## src/rtl/bca_pkg.sv

```systemverilog
package bca_pkg;

    // Table geometry.
    localparam int NUM_BLOCKS = 1024;
    localparam int BLK_W      = $clog2(NUM_BLOCKS);
    localparam int LINK_W     = BLK_W + 1;
    localparam int WORD_W     = 32;
    localparam int BIT_W      = $clog2(WORD_W);
    localparam int WORDS      = NUM_BLOCKS / WORD_W;
    localparam int WADDR_W    = BLK_W - BIT_W;

    // End-of-chain link value.
    localparam logic [LINK_W-1:0] LINK_END = LINK_W'(NUM_BLOCKS);

    // Operation codes.
    localparam logic [1:0] OP_ALLOC = 2'd0;
    localparam logic [1:0] OP_SEEK  = 2'd1;
    localparam logic [1:0] OP_CUT   = 2'd2;

    // Result status codes.
    localparam logic [1:0] ST_OK      = 2'd0;
    localparam logic [1:0] ST_NOSPACE = 2'd1;
    localparam logic [1:0] ST_END     = 2'd2;

    // Commands from the controller to the datapath.
    typedef enum logic [4:0] {
        CMD_NONE,
        CMD_CLR_WR,
        CMD_LOAD,
        CMD_SCAN_INIT,
        CMD_SCAN_RD,
        CMD_SCAN_NEXT,
        CMD_TAKE,
        CMD_ALLOC_OK,
        CMD_HEAD_FB,
        CMD_LINK_WR,
        CMD_SET_ST1,
        CMD_SET_ST1_CUR,
        CMD_SET_ST2,
        CMD_SET_ST2_CUR,
        CMD_BLK_CUR,
        CMD_STEP,
        CMD_CUT_INIT0,
        CMD_CUT_INIT,
        CMD_CUT_TAIL,
        CMD_FREE_RD,
        CMD_FREE_WR
    } bca_cmd_t;

    // Status from the datapath to the controller.
    typedef struct packed {
        logic [1:0] op;
        logic       has_head;
        logic       grow;
        logic       count_zero;
        logic       i_eq_count;
        logic       nx_end;
        logic       word_full;
        logic       w_last;
        logic       cur_end;
        logic       freed_max;
    } bca_stat_t;

    // Index of the lowest zero bit of a used-mark word.
    function automatic logic [BIT_W-1:0] first_zero(input logic [WORD_W-1:0] d);
        logic [BIT_W-1:0] idx;
        idx = '0;
        for (int k = WORD_W - 1; k >= 0; k--)
        begin
            if (!d[k])
            begin
                idx = BIT_W'(k);
            end
        end
        return idx;
    endfunction

endpackage

```

## src/rtl/bca_ctrl.sv

```systemverilog
module bca_ctrl import bca_pkg::*; (
    input  logic      clk,
    input  logic      rst_n,
    input  logic      start,
    input  bca_stat_t stat,
    output bca_cmd_t  cmd,
    output logic      busy,
    output logic      done
);

    typedef enum logic [3:0] {
        S_CLR, S_IDLE, S_DISP, S_SCAN_RD, S_SCAN_CHK, S_TAKEN,
        S_SEEK, S_SEEK_WAIT, S_CUT_WALK, S_CUT_WAIT, S_TAIL_WAIT,
        S_FREE, S_FREE_WR
    } state_t;

    typedef enum logic [1:0] {
        T_ALLOC, T_HEAD, T_GROW
    } target_t;

    state_t  state_reg, state_next;
    target_t tgt_reg, tgt_next;
    logic    done_reg, done_next;

    // Next state and the command for this cycle.
    always_comb
    begin
        state_next = state_reg;
        tgt_next   = tgt_reg;
        done_next  = 1'b0;
        cmd        = CMD_NONE;
        case (state_reg)
            S_CLR:
            begin
                cmd = CMD_CLR_WR;
                if (stat.w_last)
                begin
                    state_next = S_IDLE;
                end
            end
            S_IDLE:
            begin
                if (start)
                begin
                    cmd        = CMD_LOAD;
                    state_next = S_DISP;
                end
            end
            S_DISP:
            begin
                state_next = S_IDLE;
                done_next  = 1'b1;
                case (stat.op)
                    OP_ALLOC:
                    begin
                        cmd        = CMD_SCAN_INIT;
                        tgt_next   = T_ALLOC;
                        state_next = S_SCAN_RD;
                        done_next  = 1'b0;
                    end
                    OP_SEEK:
                    begin
                        if (stat.has_head)
                        begin
                            state_next = S_SEEK;
                            done_next  = 1'b0;
                        end
                        else if (stat.grow)
                        begin
                            cmd        = CMD_SCAN_INIT;
                            tgt_next   = T_HEAD;
                            state_next = S_SCAN_RD;
                            done_next  = 1'b0;
                        end
                        else
                        begin
                            cmd = CMD_SET_ST2;
                        end
                    end
                    OP_CUT:
                    begin
                        if (stat.has_head && stat.count_zero)
                        begin
                            cmd        = CMD_CUT_INIT0;
                            state_next = S_FREE;
                            done_next  = 1'b0;
                        end
                        else if (stat.has_head)
                        begin
                            cmd        = CMD_CUT_INIT;
                            state_next = S_CUT_WALK;
                            done_next  = 1'b0;
                        end
                    end
                    default:
                    begin
                    end
                endcase
            end
            S_SCAN_RD:
            begin
                cmd        = CMD_SCAN_RD;
                state_next = S_SCAN_CHK;
            end
            S_SCAN_CHK:
            begin
                if (!stat.word_full)
                begin
                    cmd        = CMD_TAKE;
                    state_next = S_TAKEN;
                end
                else if (stat.w_last)
                begin
                    cmd        = (tgt_reg == T_GROW) ? CMD_SET_ST1_CUR : CMD_SET_ST1;
                    state_next = S_IDLE;
                    done_next  = 1'b1;
                end
                else
                begin
                    cmd        = CMD_SCAN_NEXT;
                    state_next = S_SCAN_RD;
                end
            end
            S_TAKEN:
            begin
                case (tgt_reg)
                    T_HEAD:
                    begin
                        cmd        = CMD_HEAD_FB;
                        state_next = S_SEEK;
                    end
                    T_GROW:
                    begin
                        cmd        = CMD_LINK_WR;
                        state_next = S_SEEK;
                    end
                    default:
                    begin
                        cmd        = CMD_ALLOC_OK;
                        state_next = S_IDLE;
                        done_next  = 1'b1;
                    end
                endcase
            end
            S_SEEK:
            begin
                if (stat.i_eq_count)
                begin
                    cmd        = CMD_BLK_CUR;
                    state_next = S_IDLE;
                    done_next  = 1'b1;
                end
                else
                begin
                    state_next = S_SEEK_WAIT;
                end
            end
            S_SEEK_WAIT:
            begin
                if (!stat.nx_end)
                begin
                    cmd        = CMD_STEP;
                    state_next = S_SEEK;
                end
                else if (!stat.grow)
                begin
                    cmd        = CMD_SET_ST2_CUR;
                    state_next = S_IDLE;
                    done_next  = 1'b1;
                end
                else
                begin
                    cmd        = CMD_SCAN_INIT;
                    tgt_next   = T_GROW;
                    state_next = S_SCAN_RD;
                end
            end
            S_CUT_WALK:
            begin
                state_next = stat.i_eq_count ? S_TAIL_WAIT : S_CUT_WAIT;
            end
            S_CUT_WAIT:
            begin
                if (stat.nx_end)
                begin
                    state_next = S_TAIL_WAIT;
                end
                else
                begin
                    cmd        = CMD_STEP;
                    state_next = S_CUT_WALK;
                end
            end
            S_TAIL_WAIT:
            begin
                cmd        = CMD_CUT_TAIL;
                state_next = S_FREE;
            end
            S_FREE:
            begin
                if (stat.cur_end || stat.freed_max)
                begin
                    state_next = S_IDLE;
                    done_next  = 1'b1;
                end
                else
                begin
                    cmd        = CMD_FREE_RD;
                    state_next = S_FREE_WR;
                end
            end
            S_FREE_WR:
            begin
                cmd        = CMD_FREE_WR;
                state_next = S_FREE;
            end
            default:
            begin
                state_next = S_IDLE;
            end
        endcase
    end

    // State and registered strobe.
    always_ff @(posedge clk or negedge rst_n)
    begin
        if (!rst_n)
        begin
            state_reg <= S_CLR;
            tgt_reg   <= T_ALLOC;
            done_reg  <= 1'b0;
        end
        else
        begin
            state_reg <= state_next;
            tgt_reg   <= tgt_next;
            done_reg  <= done_next;
        end
    end

    assign busy = (state_reg != S_IDLE);
    assign done = done_reg;

endmodule

```

## config.mk

```make
export PLATFORM = sky130hd
export DESIGN_NAME = bca_ctrl
export DESIGN_NICKNAME = d
export VERILOG_FILES = /design/src/rtl/bca_pkg.sv /design/src/rtl/bca_ctrl.sv
export SDC_FILE = /design/constraint.sdc
export NUM_CORES = 1
export LEC_CHECK = 0
export BUFFER_PORTS_ARGS = -buffer_cell sky130_fd_sc_hd__buf_2
export CORE_MARGIN = 10
export CORE_UTILIZATION = 48
export DETAILED_ROUTE_END_ITERATION = 10
export PLACE_DENSITY = 0.83
export SYNTH_ARGS = -nofsm -noshare
export SYNTH_HDL_FRONTEND = slang
export SYNTH_SLANG_ARGS = --single-unit
```

## constraint.sdc

```tcl
create_clock -name clk -period 1.6 [get_ports clk]
set_clock_uncertainty 0.15 [all_clocks]
set_input_delay 0.32 -clock clk [delete_from_list [all_inputs] [get_ports clk]]
set_output_delay 0.32 -clock clk [all_outputs]
set_load 0.02 [all_outputs]
```

==> results of run 1 <==
==> metal layers <==
layer,part of all wire,up-vias,GRT usage
met5,0,-,0
met4,0.076,0,0.182
met3,0.13,61,0.0447
met2,0.44,179,0.381
met1,0.36,772,0.278
li1,-,657,-
==> cell type report <==
cell class / count / area share
Multi-Input combinational cell: 116 / 0.507
Timing Repair Buffer: 81 / 0.343
Sequential cell: 7 / 0.0976
Inverter: 9 / 0.0183
Tap cell: 27 / 0.0183
Clock buffer: 3 / 0.0122
Clock inverter: 1 / 0.00271
==> worst paths after layout <==
| kind | startpoint | endpoint | slack, ps |
|---|---|---|---|
| max in group asynchronous | rst_n | state_reg[0] | 860 |
| min in group clk | stat[4] | tgt_reg[1] | 350 |
| min reg2reg | tgt_reg[0] | tgt_reg[0] | 600 |
| min | rst_n | done | 250 |
| max reg2reg | state_reg[0] | done | -410 |
| max | tgt_reg[1] | cmd[0] | -650 |
==> cells by family (layout without fill, tap and decap cells) <==
family                     after synthesis  in the layout  share of synthesized area
DFF                                      7              7                      0.180
and+or+nand+nor                         60             60                      0.326
adders and majority gates                2              2                     0.0257
AOI/OAI and AO/OA                       54             54                      0.363
buffers and inverters                   18             94                      0.105
==> through the flow <==
| stage | cell area [sq um] | utilization | std cells | hold slack [ps] | worst slack (ps) |
|---|---|---|---|---|---|
| detailed placement | 1450 | 0.748 | 225 | 16.0 | -363 |
| CTS | 1650 | 0.852 | 236 | 278 | -478 |
| global placement | 1450 | 0.748 | 225 | 8.88 | -290 |
| finish | 1850 | 0.951 | 244 | 254 | -647 |
| floorplan | 1060 | - | 141 | -126 | -121 |
| global route | 1850 | 0.951 | 244 | 258 | -674 |
==> where the power goes <==
group | total (W) | internal, W | leakage [nW] | switching (W)
Combinational | 0.00317 | 0.00150 | 0.754 | 0.00167
Sequential | 0.000416 | 0.000262 | 0.0859 | 0.000154
Clock | 0.000194 | 0.0000930 | 0.0177 | 0.000101
==> cells in the final DEF, fill, tap and decap left out, types with 6 or more instances in the layout <==
cell	n
nor2_1	9
buf_4	51
a21oi_1	13
inv_1	8
o21ai_0	6
buf_6	13
buf_2	15
nand2_1	13
==> repair_timing <==
action,in CTS,in global routing
hold buffers,1,0
cloned,0,1
resized for setup,33,28
endpoints found under the setup margin,13,13
setup buffers,6,8
pin swaps,9,13
hold endpoints to repair,7,0
==> critical path, cell delays in order (launching register included) <==
cell and delay, ps:
dfrtp_1 430, buf_4 160, inv_1 80, ha_1 150, nand2b_1 60, a31oi_1 250, o211ai_1 170, buf_4 190
==> flow_summary.toml, run 1 <==
[grt]
grt_max_degree = 10
grt_overflow = 0
grt_pass1_vias = 1563
grt_antenna_before_repair = 0
grt_usage = 0.239
grt_pass1_wl_mm = 7.94

[setup_path]
path_class = "reg -> out"
cp-end-kind = "output pin"
reg2regPathDepth = 7
required_ps = 1130
crit_arrival_ps = 1780
start_kind = "flip-flop"
path_max_fanout = 2

[clock_tree]
cts_made_buffers = 3
root_buffer = "clkbuf_4"
clkSlewWorstSetupHoldPaths_ps = 70
cts.sink_count = 7
insertion_delay_ps = 280
max-clock-path-buffers = 2
cts_tree = "yes"
h-tree-depth = 1

[die]
ios = 21
rows = 16
core_sq_um = 1940
start_util = 0.502
die_width_um = 65.1
dieArea_sq_um = 4230
chipHeight_um = 65.1

[run_status]
status = "finished with violations"
violations = "setup timing"

[timing]
max_clock_freq_mhz = 445
rsz0062_at_grt = "yes"
setup-tns-final_ps = -4630
min_period_ps = 2250
finalWorstSetupSlack_ps = -647
relSlewSlack = 0.701
worst_slew_pin_slew_ps = 448
finalSetupViolations = 13
hold_viol_final = 0
fin_crit_sh = 1.40
drv_slew = 0

[run]
drv_cap = 0

[detailed_routing]
drtIter0Drc = 295
vias_per_cell = 6.84
ant_nets = 0
drc = 0
dr.pass1.iters = 5
wire_per_inst_um = 27.0
num_vias = 1669
drt_wl_total_mm = 6.58

[layout]
multi_input_area_sq_um = 937
seq_area_sq_um = 180
area_delta_synth_final_pct = 89.5
num-fill-cells = 54
diodes = 0
num-nets-final = 234
drive_gt1_frac = 0.585
largest_reg_flops = 4

[yosys]
ys_top_cells_by_count = "19 x nand2_1, 15 x a21oi_1, 12 x nor2_1, 10 x o21ai_0, 9 x inv_1"
synth_top_area_share = 0.180
synth_area_sq_um = 975
ys_ff_latch = 7
synth.area.top_cells = "dfrtp_1 18%, a21oi_1 7.7%, nand2_1 7.3%"
syn_avg_cell_area_sq_um = 6.91
synth-edff-count = 0
synth_largest_area_cell = "dfrtp_1"
synth_ff_type = "dfrtp_1"
ys_seq_area_frac = 0.180
synth_nets = 157
synthMostInstantiatedCell = "nand2_1"
ys_warn_count = 0
syn_inst = 141
synthArstFlopShare = 1.00
yosysUniqueCellTypes = 45

[placed_design]
globalplace.congestion = 0.970
dp_hpwl_mm = 3.23
portBuffers = 20

[pwr]
p_leak_nw = 0.858
ir_drop_mv = 1.56
total_power_w = 0.00378
power_density_nw_per_um2 = 2050

[min_path]
hold_class = "in -> async"
Power figures use the tool's default switching activity.
==> run 2: changes to the inputs <==
--- a/config.mk
+++ b/config.mk
@@ -6,6 +6,7 @@
 export NUM_CORES = 1
 export LEC_CHECK = 0
 export BUFFER_PORTS_ARGS = -buffer_cell sky130_fd_sc_hd__buf_2
+export CORE_ASPECT_RATIO = 1.25
 export CORE_MARGIN = 10
 export CORE_UTILIZATION = 48
 export DETAILED_ROUTE_END_ITERATION = 10
==> flow_summary.toml, run 2 (synthesis gave the netlist of run 1 again) <==
[run_status]
status = "finished with violations"
violations = "setup timing"

[placed_design]
dp_hpwl_mm = 3.17
portBuffers = 20
globalplace.congestion = 1.03

[layout]
diodes = 0
layout_commonest_cell = "buf_4"
fin_util = 0.927
largest_reg_flops = 4
multi_input_area_sq_um = 912
num-fill-cells = 73
area_delta_synth_final_pct = 86.3
seq_area_sq_um = 180
drive_gt1_frac = 0.588
final_cell_mix = "49 x buf_4, 15 x buf_2, 12 x a21oi_1, 12 x nand2_1, 12 x buf_6"
num-nets-final = 233

[die]
chipHeight_um = 70.4
core_sq_um = 1960
dieArea_sq_um = 4240
start_util = 0.497
ios = 21
die_width_um = 60.3
rows = 18

[grt]
grt_antenna_before_repair = 0
grt_use_met2 = 0.398
met1_usage = 0.279
busiest_layer = "met2"
grt_usage = 0.248
grt_pass1_wl_mm = 8.21
grt_overflow = 0
grt_max_degree = 13
grt_pass1_vias = 1539
use_met3 = 0.0579

[pwr]
combPwrFrac = 0.836
power.switching_w = 0.00187
power_density_nw_per_um2 = 2000
ir_drop_mv = 1.39
swShare = 0.515
seqPwrFrac = 0.112
p_int_w = 0.00176
p_clk_frac = 0.052
p_leak_nw = 0.856

[clock_tree]
root_buffer = "clkbuf_4"
h-tree-depth = 1
clkSlewWorstSetupHoldPaths_ps = 60
cts_tree = "yes"
insertion_delay_ps = 280
cts.sink_count = 7
cts_made_buffers = 3
max-clock-path-buffers = 2

[detailed_routing]
wire_per_inst_um = 27.5
drtIter0Drc = 237
drc = 0
dr.pass1.iters = 7
ant_nets = 0
num_vias = 1684
vias_per_cell = 7.14
drt_wl_total_mm = 6.50

[timing]
drv_slew = 0
rsz0062_at_grt = "yes"
worst_slew_pin_slew_ps = 338
max_clock_freq_mhz = 454
relSlewSlack = 0.774
finalSetupViolations = 13
min_period_ps = 2200
holdWs_ps = 300
fin_crit_sh = 1.38
finalWorstSetupSlack_ps = -602
hold_viol_final = 0

[setup_path]
crit_slowest_cell = "dfrtp_2"
path_max_fanout = 7
required_ps = 1130
cp_slowest_stage_delay_ps = 490
cp-end-kind = "output pin"
crit_arrival_ps = 1730
start_kind = "flip-flop"
crit_chain = "buf_6, a211oi_2, a31oi_1, o211ai_1, buf_4"
path_class = "reg -> out"

[min_path]
hold_class = "in -> async"

[run]
drv_cap = 0
-- run 2: critical path, delay by kind of cell (launching register included) --
| family | cells | cell delay (ps) |
|---|---|---|
| AO/OA/AOI/OAI | 3 | 620 |
| flip-flops | 1 | 490 |
| buffers and inverters | 2 | 350 |
-- run 2: layout make-up --
| cell class | instances | area share |
|---|---|---|
| Clock buffer | 4 | 0.0145 |
| Tap cell | 20 | 0.0138 |
| Inverter | 9 | 0.0186 |
| Sequential cell | 7 | 0.0992 |
| Multi-Input combinational cell | 116 | 0.502 |
| Timing Repair Buffer | 80 | 0.351 |
-- run 2: worst paths after layout --
check / startpoint / depth (start not counted) / endpoint / slack (ps)
max in group asynchronous: rst_n / 2 / state_reg[3] / 800
min reg2reg: tgt_reg[1] / 2 / tgt_reg[1] / 520
max reg2reg: state_reg[3] / 7 / state_reg[0] / -340
min in group clk: stat[4] / 3 / tgt_reg[1] / 300
max: state_reg[2] / 5 / cmd[0] / -600
min: rst_n / 2 / tgt_reg[0] / 300
-- run 2: metal layers --
layer  share of wire  wire (um)
met1            0.34       2220
met5               0          0
met4           0.073        477
met3            0.12        795
met2            0.46       3010
-- run 2: through the flow --
stage	cells	worst slack, ps	TNS, ps	area [sq um]	total power, W
5_1_grt	236	-617	-4110	1820	0.00372
4_1_cts	230	-442	-2580	1670	0.00299
6_report	236	-602	-3840	1820	0.00362
2_1_floorplan	141	-121	-425	1060	0.00168
3_5_place_dp	217	-287	-1830	1440	0.00239
3_3_place_gp	217	-255	-1390	1440	0.00231
-- run 2: repair_timing --
item | in CTS | in global routing
hold buffers | 1 | 0
setup endpoints to repair | 13 | 13
buffers inserted | 8 | 6
hold endpoints to repair | 7 | 0
resized for setup | 38 | 25
pin swaps | 10 | 8
cloned | 0 | 0
-- run 2: power by group through the flow --
stage,clock network (W),logic (W),registers (W)
2_1_floorplan,0,0.00136,0.000320
3_3_place_gp,0,0.00195,0.000353
3_5_place_dp,0,0.00203,0.000359
4_1_cts,0.000170,0.00244,0.000377
5_1_grt,0.000211,0.00310,0.000406
6_report,0.000188,0.00303,0.000405
